==> src/hirb_pkg.sv <==
`timescale 1ns / 1ps
`default_nettype none

package hirb_pkg;

  localparam logic [2:0] KIND_MOVE        = 3'd0;
  localparam logic [2:0] KIND_BUTTON      = 3'd1;
  localparam logic [2:0] KIND_VSCROLL     = 3'd2;
  localparam logic [2:0] KIND_HSCROLL     = 3'd3;
  localparam logic [2:0] KIND_KEY         = 3'd4;
  localparam logic [2:0] KIND_RELEASE_ALL = 3'd5;

  localparam logic [1:0] REPORT_MOUSE    = 2'd0;
  localparam logic [1:0] REPORT_KEYBOARD = 2'd1;
  localparam logic [1:0] REPORT_RELEASE  = 2'd2;

  localparam int REPORT_SLOTS = 6;

  typedef struct packed {
    logic [7:0] mod_bit;
    logic [7:0] usage;
  } key_map_t;

endpackage

`default_nettype wire

==> src/hirb_keymap.sv <==
`timescale 1ns / 1ps
`default_nettype none

module hirb_keymap
  import hirb_pkg::*;
(
  input  wire logic [7:0] virtual_key,
  output key_map_t        map
);

  logic [7:0] mod_bit;
  logic [7:0] usage;

  always_comb begin
    unique case (virtual_key)
      8'h10, 8'hA0: mod_bit = 8'h02;
      8'hA1:        mod_bit = 8'h20;
      8'h11, 8'hA2: mod_bit = 8'h01;
      8'hA3:        mod_bit = 8'h10;
      8'h12, 8'hA4: mod_bit = 8'h04;
      8'hA5:        mod_bit = 8'h40;
      8'h5B:        mod_bit = 8'h08;
      8'h5C:        mod_bit = 8'h80;
      default:      mod_bit = 8'h00;
    endcase
  end

  always_comb begin
    unique case (virtual_key) inside
      [8'h41:8'h5A]: usage = 8'h04 + (virtual_key - 8'h41);
      [8'h31:8'h39]: usage = 8'h1E + (virtual_key - 8'h31);
      8'h08: usage = 8'h2A;
      8'h09: usage = 8'h2B;
      8'h0D: usage = 8'h28;
      8'h13: usage = 8'h48;
      8'h14: usage = 8'h39;
      8'h1B: usage = 8'h29;
      8'h20: usage = 8'h2C;
      8'h21: usage = 8'h4B;
      8'h22: usage = 8'h4E;
      8'h23: usage = 8'h4D;
      8'h24: usage = 8'h4A;
      8'h25: usage = 8'h50;
      8'h26: usage = 8'h52;
      8'h27: usage = 8'h4F;
      8'h28: usage = 8'h51;
      8'h2C: usage = 8'h46;
      8'h2D: usage = 8'h49;
      8'h2E: usage = 8'h4C;
      8'h30: usage = 8'h27;
      8'h5D: usage = 8'h65;
      8'h60: usage = 8'h62;
      8'h61: usage = 8'h59;
      8'h62: usage = 8'h5A;
      8'h63: usage = 8'h5B;
      8'h64: usage = 8'h5C;
      8'h65: usage = 8'h5D;
      8'h66: usage = 8'h5E;
      8'h67: usage = 8'h5F;
      8'h68: usage = 8'h60;
      8'h69: usage = 8'h61;
      8'h6A: usage = 8'h55;
      8'h6B: usage = 8'h57;
      8'h6D: usage = 8'h56;
      8'h6E: usage = 8'h63;
      8'h6F: usage = 8'h54;
      8'h70: usage = 8'h3A;
      8'h71: usage = 8'h3B;
      8'h72: usage = 8'h3C;
      8'h73: usage = 8'h3D;
      8'h74: usage = 8'h3E;
      8'h75: usage = 8'h3F;
      8'h76: usage = 8'h40;
      8'h77: usage = 8'h41;
      8'h78: usage = 8'h42;
      8'h79: usage = 8'h43;
      8'h7A: usage = 8'h44;
      8'h7B: usage = 8'h45;
      8'h90: usage = 8'h53;
      8'h91: usage = 8'h47;
      8'hBA: usage = 8'h33;
      8'hBB: usage = 8'h2E;
      8'hBC: usage = 8'h36;
      8'hBD: usage = 8'h2D;
      8'hBE: usage = 8'h37;
      8'hBF: usage = 8'h38;
      8'hC0: usage = 8'h35;
      8'hDB: usage = 8'h2F;
      8'hDC: usage = 8'h31;
      8'hDD: usage = 8'h30;
      8'hDE: usage = 8'h34;
      default: usage = 8'h00;
    endcase
  end

  assign map.mod_bit = mod_bit;
  assign map.usage   = usage;

endmodule

`default_nettype wire

==> src/hirb_slot_update.sv <==
`timescale 1ns / 1ps
`default_nettype none

module hirb_slot_update #(
  parameter int KEY_SLOTS = 6
) (
  input  wire logic [KEY_SLOTS-1:0][7:0] slots,
  input  wire logic [7:0]                usage,
  input  wire logic                      release_req,
  output logic      [KEY_SLOTS-1:0][7:0] slots_upd
);

  logic [KEY_SLOTS-1:0] hit;
  logic [KEY_SLOTS-1:0] empty;
  logic                 any_hit;
  logic                 done;

  always_comb begin
    for (int i = 0; i < KEY_SLOTS; i++) begin
      hit[i]   = (slots[i] == usage);
      empty[i] = (slots[i] == 8'h00);
    end
  end

  assign any_hit = |hit;

  // release clears the first match, press fills the first empty slot if the key is not held
  always_comb begin
    slots_upd = slots;
    done      = 1'b0;
    for (int i = 0; i < KEY_SLOTS; i++) begin
      if (release_req) begin
        if (!done && hit[i]) begin
          slots_upd[i] = 8'h00;
          done         = 1'b1;
        end
      end else if (!any_hit) begin
        if (!done && empty[i]) begin
          slots_upd[i] = usage;
          done         = 1'b1;
        end
      end
    end
  end

endmodule

`default_nettype wire

==> src/hid_input_report_builder_top.sv <==
`timescale 1ns / 1ps
`default_nettype none

// Builds boot style mouse and keyboard reports from input events. One item is
// taken every cycle while in_stall is low; an accepted item goes into the input
// register and its report into the result register, where it shows on the
// outputs until it is taken with out_stall low.
// Between the two registers sit the key code lookup and the KEY_SLOTS slot
// compares, which also update the button, modifier and slot state. Unmapped keys
// and unused event kinds give no report and do not advance the sequence number,
// which starts at 1 after reset and wraps at 32 bits. in_stall rises only while
// the input register holds an item and the result register holds a stalled report.

module hid_input_report_builder_top
  import hirb_pkg::*;
#(
  parameter int KEY_SLOTS = 6
) (
  input  wire logic         clk,
  input  wire logic         rst,
  input  wire logic         in_valid,
  output logic              in_stall,
  input  wire logic [2:0]   kind,
  input  wire logic signed [15:0] delta_x,
  input  wire logic signed [15:0] delta_y,
  input  wire logic signed [7:0]  wheel,
  input  wire logic [7:0]   btn_change,
  input  wire logic [7:0]   virtual_key,
  input  wire logic         release_req,
  output logic              out_valid,
  input  wire logic         out_stall,
  output logic [1:0]        report_kind,
  output logic [31:0]       sequence_res,
  output logic [7:0]        buttons,
  output logic signed [15:0] out_dx,
  output logic signed [15:0] out_dy,
  output logic signed [7:0] wheel_vertical,
  output logic signed [7:0] wheel_horizontal,
  output logic [7:0]        modifiers,
  output logic [47:0]       key_slots
);

  localparam int SHOWN = (KEY_SLOTS < REPORT_SLOTS) ? KEY_SLOTS : REPORT_SLOTS;

  // input register
  logic                s1_valid;
  logic [2:0]          s1_kind;
  logic signed [15:0]  s1_dx;
  logic signed [15:0]  s1_dy;
  logic signed [7:0]   s1_wheel;
  logic [7:0]          s1_bmask;
  logic [7:0]          s1_vk;
  logic                s1_release;

  // block state
  logic [31:0]                 seq_counter;
  logic [7:0]                  button_state;
  logic [7:0]                  modifier_state;
  logic [KEY_SLOTS-1:0][7:0]   slot_store;

  logic [7:0]                  button_state_next;
  logic [7:0]                  modifier_state_next;
  logic [KEY_SLOTS-1:0][7:0]   slot_store_next;
  logic [KEY_SLOTS-1:0][7:0]   slots_upd;

  logic                has_result;
  logic [1:0]          rkind;
  logic signed [15:0]  res_dx;
  logic signed [15:0]  res_dy;
  logic signed [7:0]   res_wv;
  logic signed [7:0]   res_wh;
  logic [47:0]         packed_slots;
  logic                advance;
  key_map_t            map;

  assign advance  = !out_valid || !out_stall;
  assign in_stall = s1_valid && !advance;

  hirb_keymap u_keymap (
    .virtual_key (s1_vk),
    .map         (map)
  );

  hirb_slot_update #(
    .KEY_SLOTS (KEY_SLOTS)
  ) u_slot_update (
    .slots       (slot_store),
    .usage       (map.usage),
    .release_req (s1_release),
    .slots_upd   (slots_upd)
  );

  always_comb begin
    has_result          = 1'b1;
    rkind               = REPORT_MOUSE;
    res_dx              = '0;
    res_dy              = '0;
    res_wv              = '0;
    res_wh              = '0;
    button_state_next   = button_state;
    modifier_state_next = modifier_state;
    slot_store_next     = slot_store;
    case (s1_kind)
      KIND_MOVE: begin
        res_dx = s1_dx;
        res_dy = s1_dy;
      end
      KIND_BUTTON: begin
        if (s1_release) begin
          button_state_next = button_state & ~s1_bmask;
        end else begin
          button_state_next = button_state | s1_bmask;
        end
      end
      KIND_VSCROLL: begin
        res_wv = s1_wheel;
      end
      KIND_HSCROLL: begin
        res_wh = s1_wheel;
      end
      KIND_KEY: begin
        rkind = REPORT_KEYBOARD;
        if (map.mod_bit != 8'h00) begin
          if (s1_release) begin
            modifier_state_next = modifier_state & ~map.mod_bit;
          end else begin
            modifier_state_next = modifier_state | map.mod_bit;
          end
        end else if (map.usage == 8'h00) begin
          has_result = 1'b0;
        end else begin
          slot_store_next = slots_upd;
        end
      end
      KIND_RELEASE_ALL: begin
        rkind               = REPORT_RELEASE;
        button_state_next   = '0;
        modifier_state_next = '0;
        slot_store_next     = '0;
      end
      default: begin
        has_result = 1'b0;
      end
    endcase
  end

  always_comb begin
    packed_slots = '0;
    for (int i = 0; i < SHOWN; i++) begin
      packed_slots[i*8 +: 8] = slot_store_next[i];
    end
  end

  always_ff @(posedge clk) begin
    if (rst) begin
      s1_valid <= 1'b0;
    end else if (!in_stall) begin
      s1_valid <= in_valid;
    end
    if (in_valid && !in_stall) begin
      s1_kind    <= kind;
      s1_dx      <= delta_x;
      s1_dy      <= delta_y;
      s1_wheel   <= wheel;
      s1_bmask   <= btn_change;
      s1_vk      <= virtual_key;
      s1_release <= release_req;
    end
  end

  always_ff @(posedge clk) begin
    if (rst) begin
      seq_counter    <= 32'd1;
      button_state   <= '0;
      modifier_state <= '0;
      slot_store     <= '0;
      out_valid      <= 1'b0;
    end else if (advance) begin
      out_valid <= s1_valid && has_result;
      if (s1_valid) begin
        button_state   <= button_state_next;
        modifier_state <= modifier_state_next;
        slot_store     <= slot_store_next;
        if (has_result) begin
          seq_counter <= seq_counter + 32'd1;
        end
      end
    end
  end

  always_ff @(posedge clk) begin
    if (advance && s1_valid && has_result) begin
      report_kind      <= rkind;
      sequence_res     <= seq_counter;
      buttons          <= button_state_next;
      out_dx           <= res_dx;
      out_dy           <= res_dy;
      wheel_vertical   <= res_wv;
      wheel_horizontal <= res_wh;
      modifiers        <= modifier_state_next;
      key_slots        <= packed_slots;
    end
  end

endmodule

`default_nettype wire

==> config.mk <==
export PLATFORM = sky130hd
export DESIGN_NAME = hid_input_report_builder_top
export DESIGN_NICKNAME = d
export VERILOG_FILES = /design/src/hirb_pkg.sv /design/src/hirb_keymap.sv /design/src/hirb_slot_update.sv /design/src/hid_input_report_builder_top.sv
export SDC_FILE = /design/constraint.sdc
export NUM_CORES = 1
export LEC_CHECK = 0
export ABC_AREA = 0
export BUFFER_PORTS_ARGS = -buffer_cell sky130_fd_sc_hd__buf_2
export CORE_MARGIN = 2
export CORE_UTILIZATION = 50
export CTS_CLUSTER_DIAMETER = 60
export DETAILED_ROUTE_END_ITERATION = 16
export PLACE_DENSITY = 0.69
export SYNTH_ARGS = -nofsm -noshare
export SYNTH_HDL_FRONTEND = slang
export SYNTH_SLANG_ARGS = --single-unit
==> constraint.sdc <==
create_clock -name clk -period 14.5 [get_ports clk]
set_input_delay 0.725 -clock clk [delete_from_list [all_inputs] [get_ports clk]]
set_output_delay 0.725 -clock clk [all_outputs]
set_load 0.005 [all_outputs]
==> flow_summary.yaml <==
timing:
  finalSetupTns_ns: 0
  finalHoldViolCount: 0
  finalSetupViolCount: 0
  maxSlewViolCount: 0
  tightest_slew_ns: 1.101
  fin_skew_ns: 0.02496
  fmax_mhz: 177.0
  min_period_ns: 5.650
  slew-limit-headroom_pct: 26.44
  fin_crit_sh_pct: 38.96
  rsz0062_at_grt: "no"
clock_tree:
  cts_sinks: 304
  cts-root-buf: "clkbuf_16"
  cts_max_level: 2
  clk_pin_slew_worst_paths_ns: 0.06
  post_cts_buffers: 0
  cts_buffers: 37
  cts_tree: "done"
  cts_hold_buf: 0
  cts_resized: 0
  clk_path_buf_depth: 3
  clock_latency_ns: 0.53
setup_path:
  critPathLaunchType: "flop"
  critPathBufInv: 2
  slowest_delay_ns: 0.64
  crit_required_ns: 14.94
  critical-path-top-delay-family: "simple AND/OR/NAND/NOR gates"
  crit_path_cell_trace: "inv_1, ha_1, nor3b_1, a22oi_1, nand3_1, a211o_1, or2_0, nor3_1, a41oi_1, o21ai_2, inv_6, nand4_1, or3_1, a21oi_1"
  timing.rr.end: "seq_counter[29]$_SDFFE_PP0P_"
  end_kind: "flop"
  criticalPathCategory: "flop to flop"
  path_max_fanout: 96
  cp_data_arrival_time_ns: 6.09
  reg2regPathDepth: 14
  ff2ff_setup_slack_ns: 8.85
  cp_slowest_cell: "ha_1"
  cp.depth: 14
  startpoint: "s1_vk[0]$_DFFE_PP_"
  reg2reg_from: "s1_vk[0]$_DFFE_PP_"
synth:
  ys_async_sr_fraction_pct: 0
  synth_ff_type: "edfxtp_1"
  syn-num-nets: 1328
  netlist_instances: 1258
  ys_warn_count: 0
  synth_area_um2: 14160
  syn_avg_cell_area_um2: 11.26
  ys_types: 102
  ys_seq_area_share_pct: 57.54
  synth_edf_count: 206
  ys_ff_latch: 304
power:
  p_total_uw: 2105
  max-vdd-ir-drop_mv: 0.1055
  power.leakage_uw: 0.006406
  powerDensity_nw_per_um2: 125.7
grt:
  grt_pass1_vias: 10130
  grt_use_met3_pct: 4.303
  met2_usage_pct: 39.31
  grt_util_all_layers_pct: 23.93
  grt_pass1_wl_um: 55710
  grt_use_met1_pct: 32.34
  grt_start_max_net_pins: 97
  grt-busiest-layer: "met2"
  grt_remaining_overflow: 0
  antenna_found_initial: 1
floorplan:
  initial_core_util_pct: 50.83
  rows: 61
  die_area_um2: 29680
  die_w_um: 172.3
  fp.dieH_um: 172.3
  core_area_um2: 27860
  io_pins: 212
place:
  portBuffers: 211
  hpwl_um: 23830
  gp_congestion: 0.9442
cells_and_area:
  syn2layout_area_growth_pct: 18.26
  layout-drive-gt1-share_pct: 23.14
  nets: 1520
  nFillCells: 2308
run_status:
  status: "complete, no violations"
hold_path:
  min_path_type: "input pin to flop"
  hp-start: "wheel[3]"
  worstHoldPathCells: 1
  holdPathEnd: "s1_wheel[3]$_DFFE_PP_"
routing:
  drtIter0Drc: 1266
  drc: 0
  antenna_left: 0
  wl_um: 35820
  avgRoutedWirePerCell_um: 19.29
  via_count: 10920
  vias_per_cell: 5.879
  dr.pass1.iters: 6
flow_run:
  drv_cap: 0
## routing by layer
layer  wire, um  vias to the layer above
li1           -                     5109
met1      14910                     5235
met2      17260                      494
met3       2686                       79
met4        965                        0
met5          0                        -
## through the flow
stage	utilization (%)	worst slack, ns	hold WS, ns	instances	cell area, um2
finish	60.12	8.850	0.3716	1857	16750
global route	60.12	8.343	0.3620	1857	16750
CTS	60.11	8.899	0.3616	1856	16740
detailed placement	55.42	8.985	0.4507	1789	15440
global placement	55.42	9.143	0.4422	1789	15440
floorplan	-	8.875	0.4292	1258	14160
## worst max path at each step
stage	to	slack [ns]
floorplan	seq_counter[30]$_SDFFE_PP0P_	8.88
global placement	seq_counter[31]$_SDFFE_PP0P_	9.14
detailed placement	seq_counter[31]$_SDFFE_PP0P_	8.98
CTS	seq_counter[29]$_SDFFE_PP0P_	8.90
global route	seq_counter[25]$_SDFFE_PP0P_	8.34
finish	seq_counter[29]$_SDFFE_PP0P_	8.85
## cells in the mapped netlist (5+ instances only)
cell type / count / area (um2)
o32ai_1: 5 / 43.79
buf_2: 24 / 120.1
nor4_1: 16 / 100.1
nand2b_1: 9 / 56.30
a21oi_1: 73 / 365.4
buf_4: 12 / 90.09
o211ai_1: 7 / 52.55
a22oi_1: 14 / 105.1
clkbuf_1: 36 / 135.1
nand4b_1: 5 / 43.79
ha_1: 6 / 75.07
xor2_1: 15 / 131.4
edfxtp_1: 206 / 6186
and2_1: 59 / 369.1
o21ai_0: 45 / 225.2
nor2_1: 115 / 431.7
inv_1: 26 / 97.59
xnor2_1: 34 / 297.8
or2_2: 6 / 37.54
nand3b_1: 9 / 67.56
nor2b_1: 14 / 87.58
nor3_1: 41 / 205.2
nand4_1: 11 / 68.82
o2bb2ai_1: 18 / 157.7
a32o_1: 6 / 60.06
o22ai_1: 9 / 56.30
or3_1: 16 / 100.1
a31oi_1: 11 / 68.82
and3_1: 19 / 118.9
nand2_1: 76 / 285.3
dfxtp_1: 98 / 1962
a211oi_1: 12 / 90.09
nor4bb_1: 5 / 50.05
a22o_1: 25 / 219.0
nand3_1: 43 / 215.2
o21bai_1: 5 / 37.54
## power by group
group | internal (uW) | switching, uW | leakage, uW
logic | 60.6 | 124 | 0.00287
registers | 949 | 10.3 | 0.00290
clock network | 599 | 361 | 0.000642
total | 1610 | 496 | 0.00641
## cells in the final DEF, fill, tap and decap left out, types with 25 or more instances in the layout
| cell | count |
|---|---|
| edfxtp_1 | 206 |
| nand3_1 | 43 |
| and2_1 | 59 |
| dfxtp_1 | 98 |
| nand2_1 | 76 |
| xnor2_1 | 34 |
| a21oi_1 | 73 |
| inv_1 | 26 |
| nor2_1 | 115 |
| o21ai_0 | 45 |
| a22o_1 | 25 |
| clkbuf_16 | 39 |
| nor3_1 | 40 |
| buf_2 | 211 |
## flip-flops by register name, summed over array words and instances, names as in the netlist, 16 cells and up
signal        count
slot_store       48
seq_counter      32
key_slots        48
out_dy           16
out_dx           16
s1_dy            16
sequence_res     32
s1_dx            16
## cells by family (layout without fill, tap and decap cells)
family | after synthesis | in the layout | share of synthesized area, %
AND/OR/NAND/NOR | 492 | 492 | 19.26
flip-flops | 304 | 304 | 57.54
AO/OA/AOI/OAI | 296 | 296 | 15.52
buffers and inverters | 105 | 325 | 3.640
XOR/XNOR | 50 | 50 | 3.146
adder cells (fa/ha/maj) | 6 | 6 | 0.5301
multiplexers | 5 | 5 | 0.3711
other | 0 | 1 | 0
## area by class of cell
class | count | area, um2 | share of cell area [%]
clock buffer | 50 | 1077 | 6.433
timing repair buffer | 230 | 1199 | 7.157
antenna | 1 | 2.502 | 0.01494
sequential | 304 | 8148 | 48.65
inverter | 28 | 110.1 | 0.6575
clock inverter | 17 | 227.7 | 1.360
tap | 378 | 473.0 | 2.824
multi-input combinational | 849 | 5510 | 32.90
Note: power is estimated with default switching activity, not from simulation.
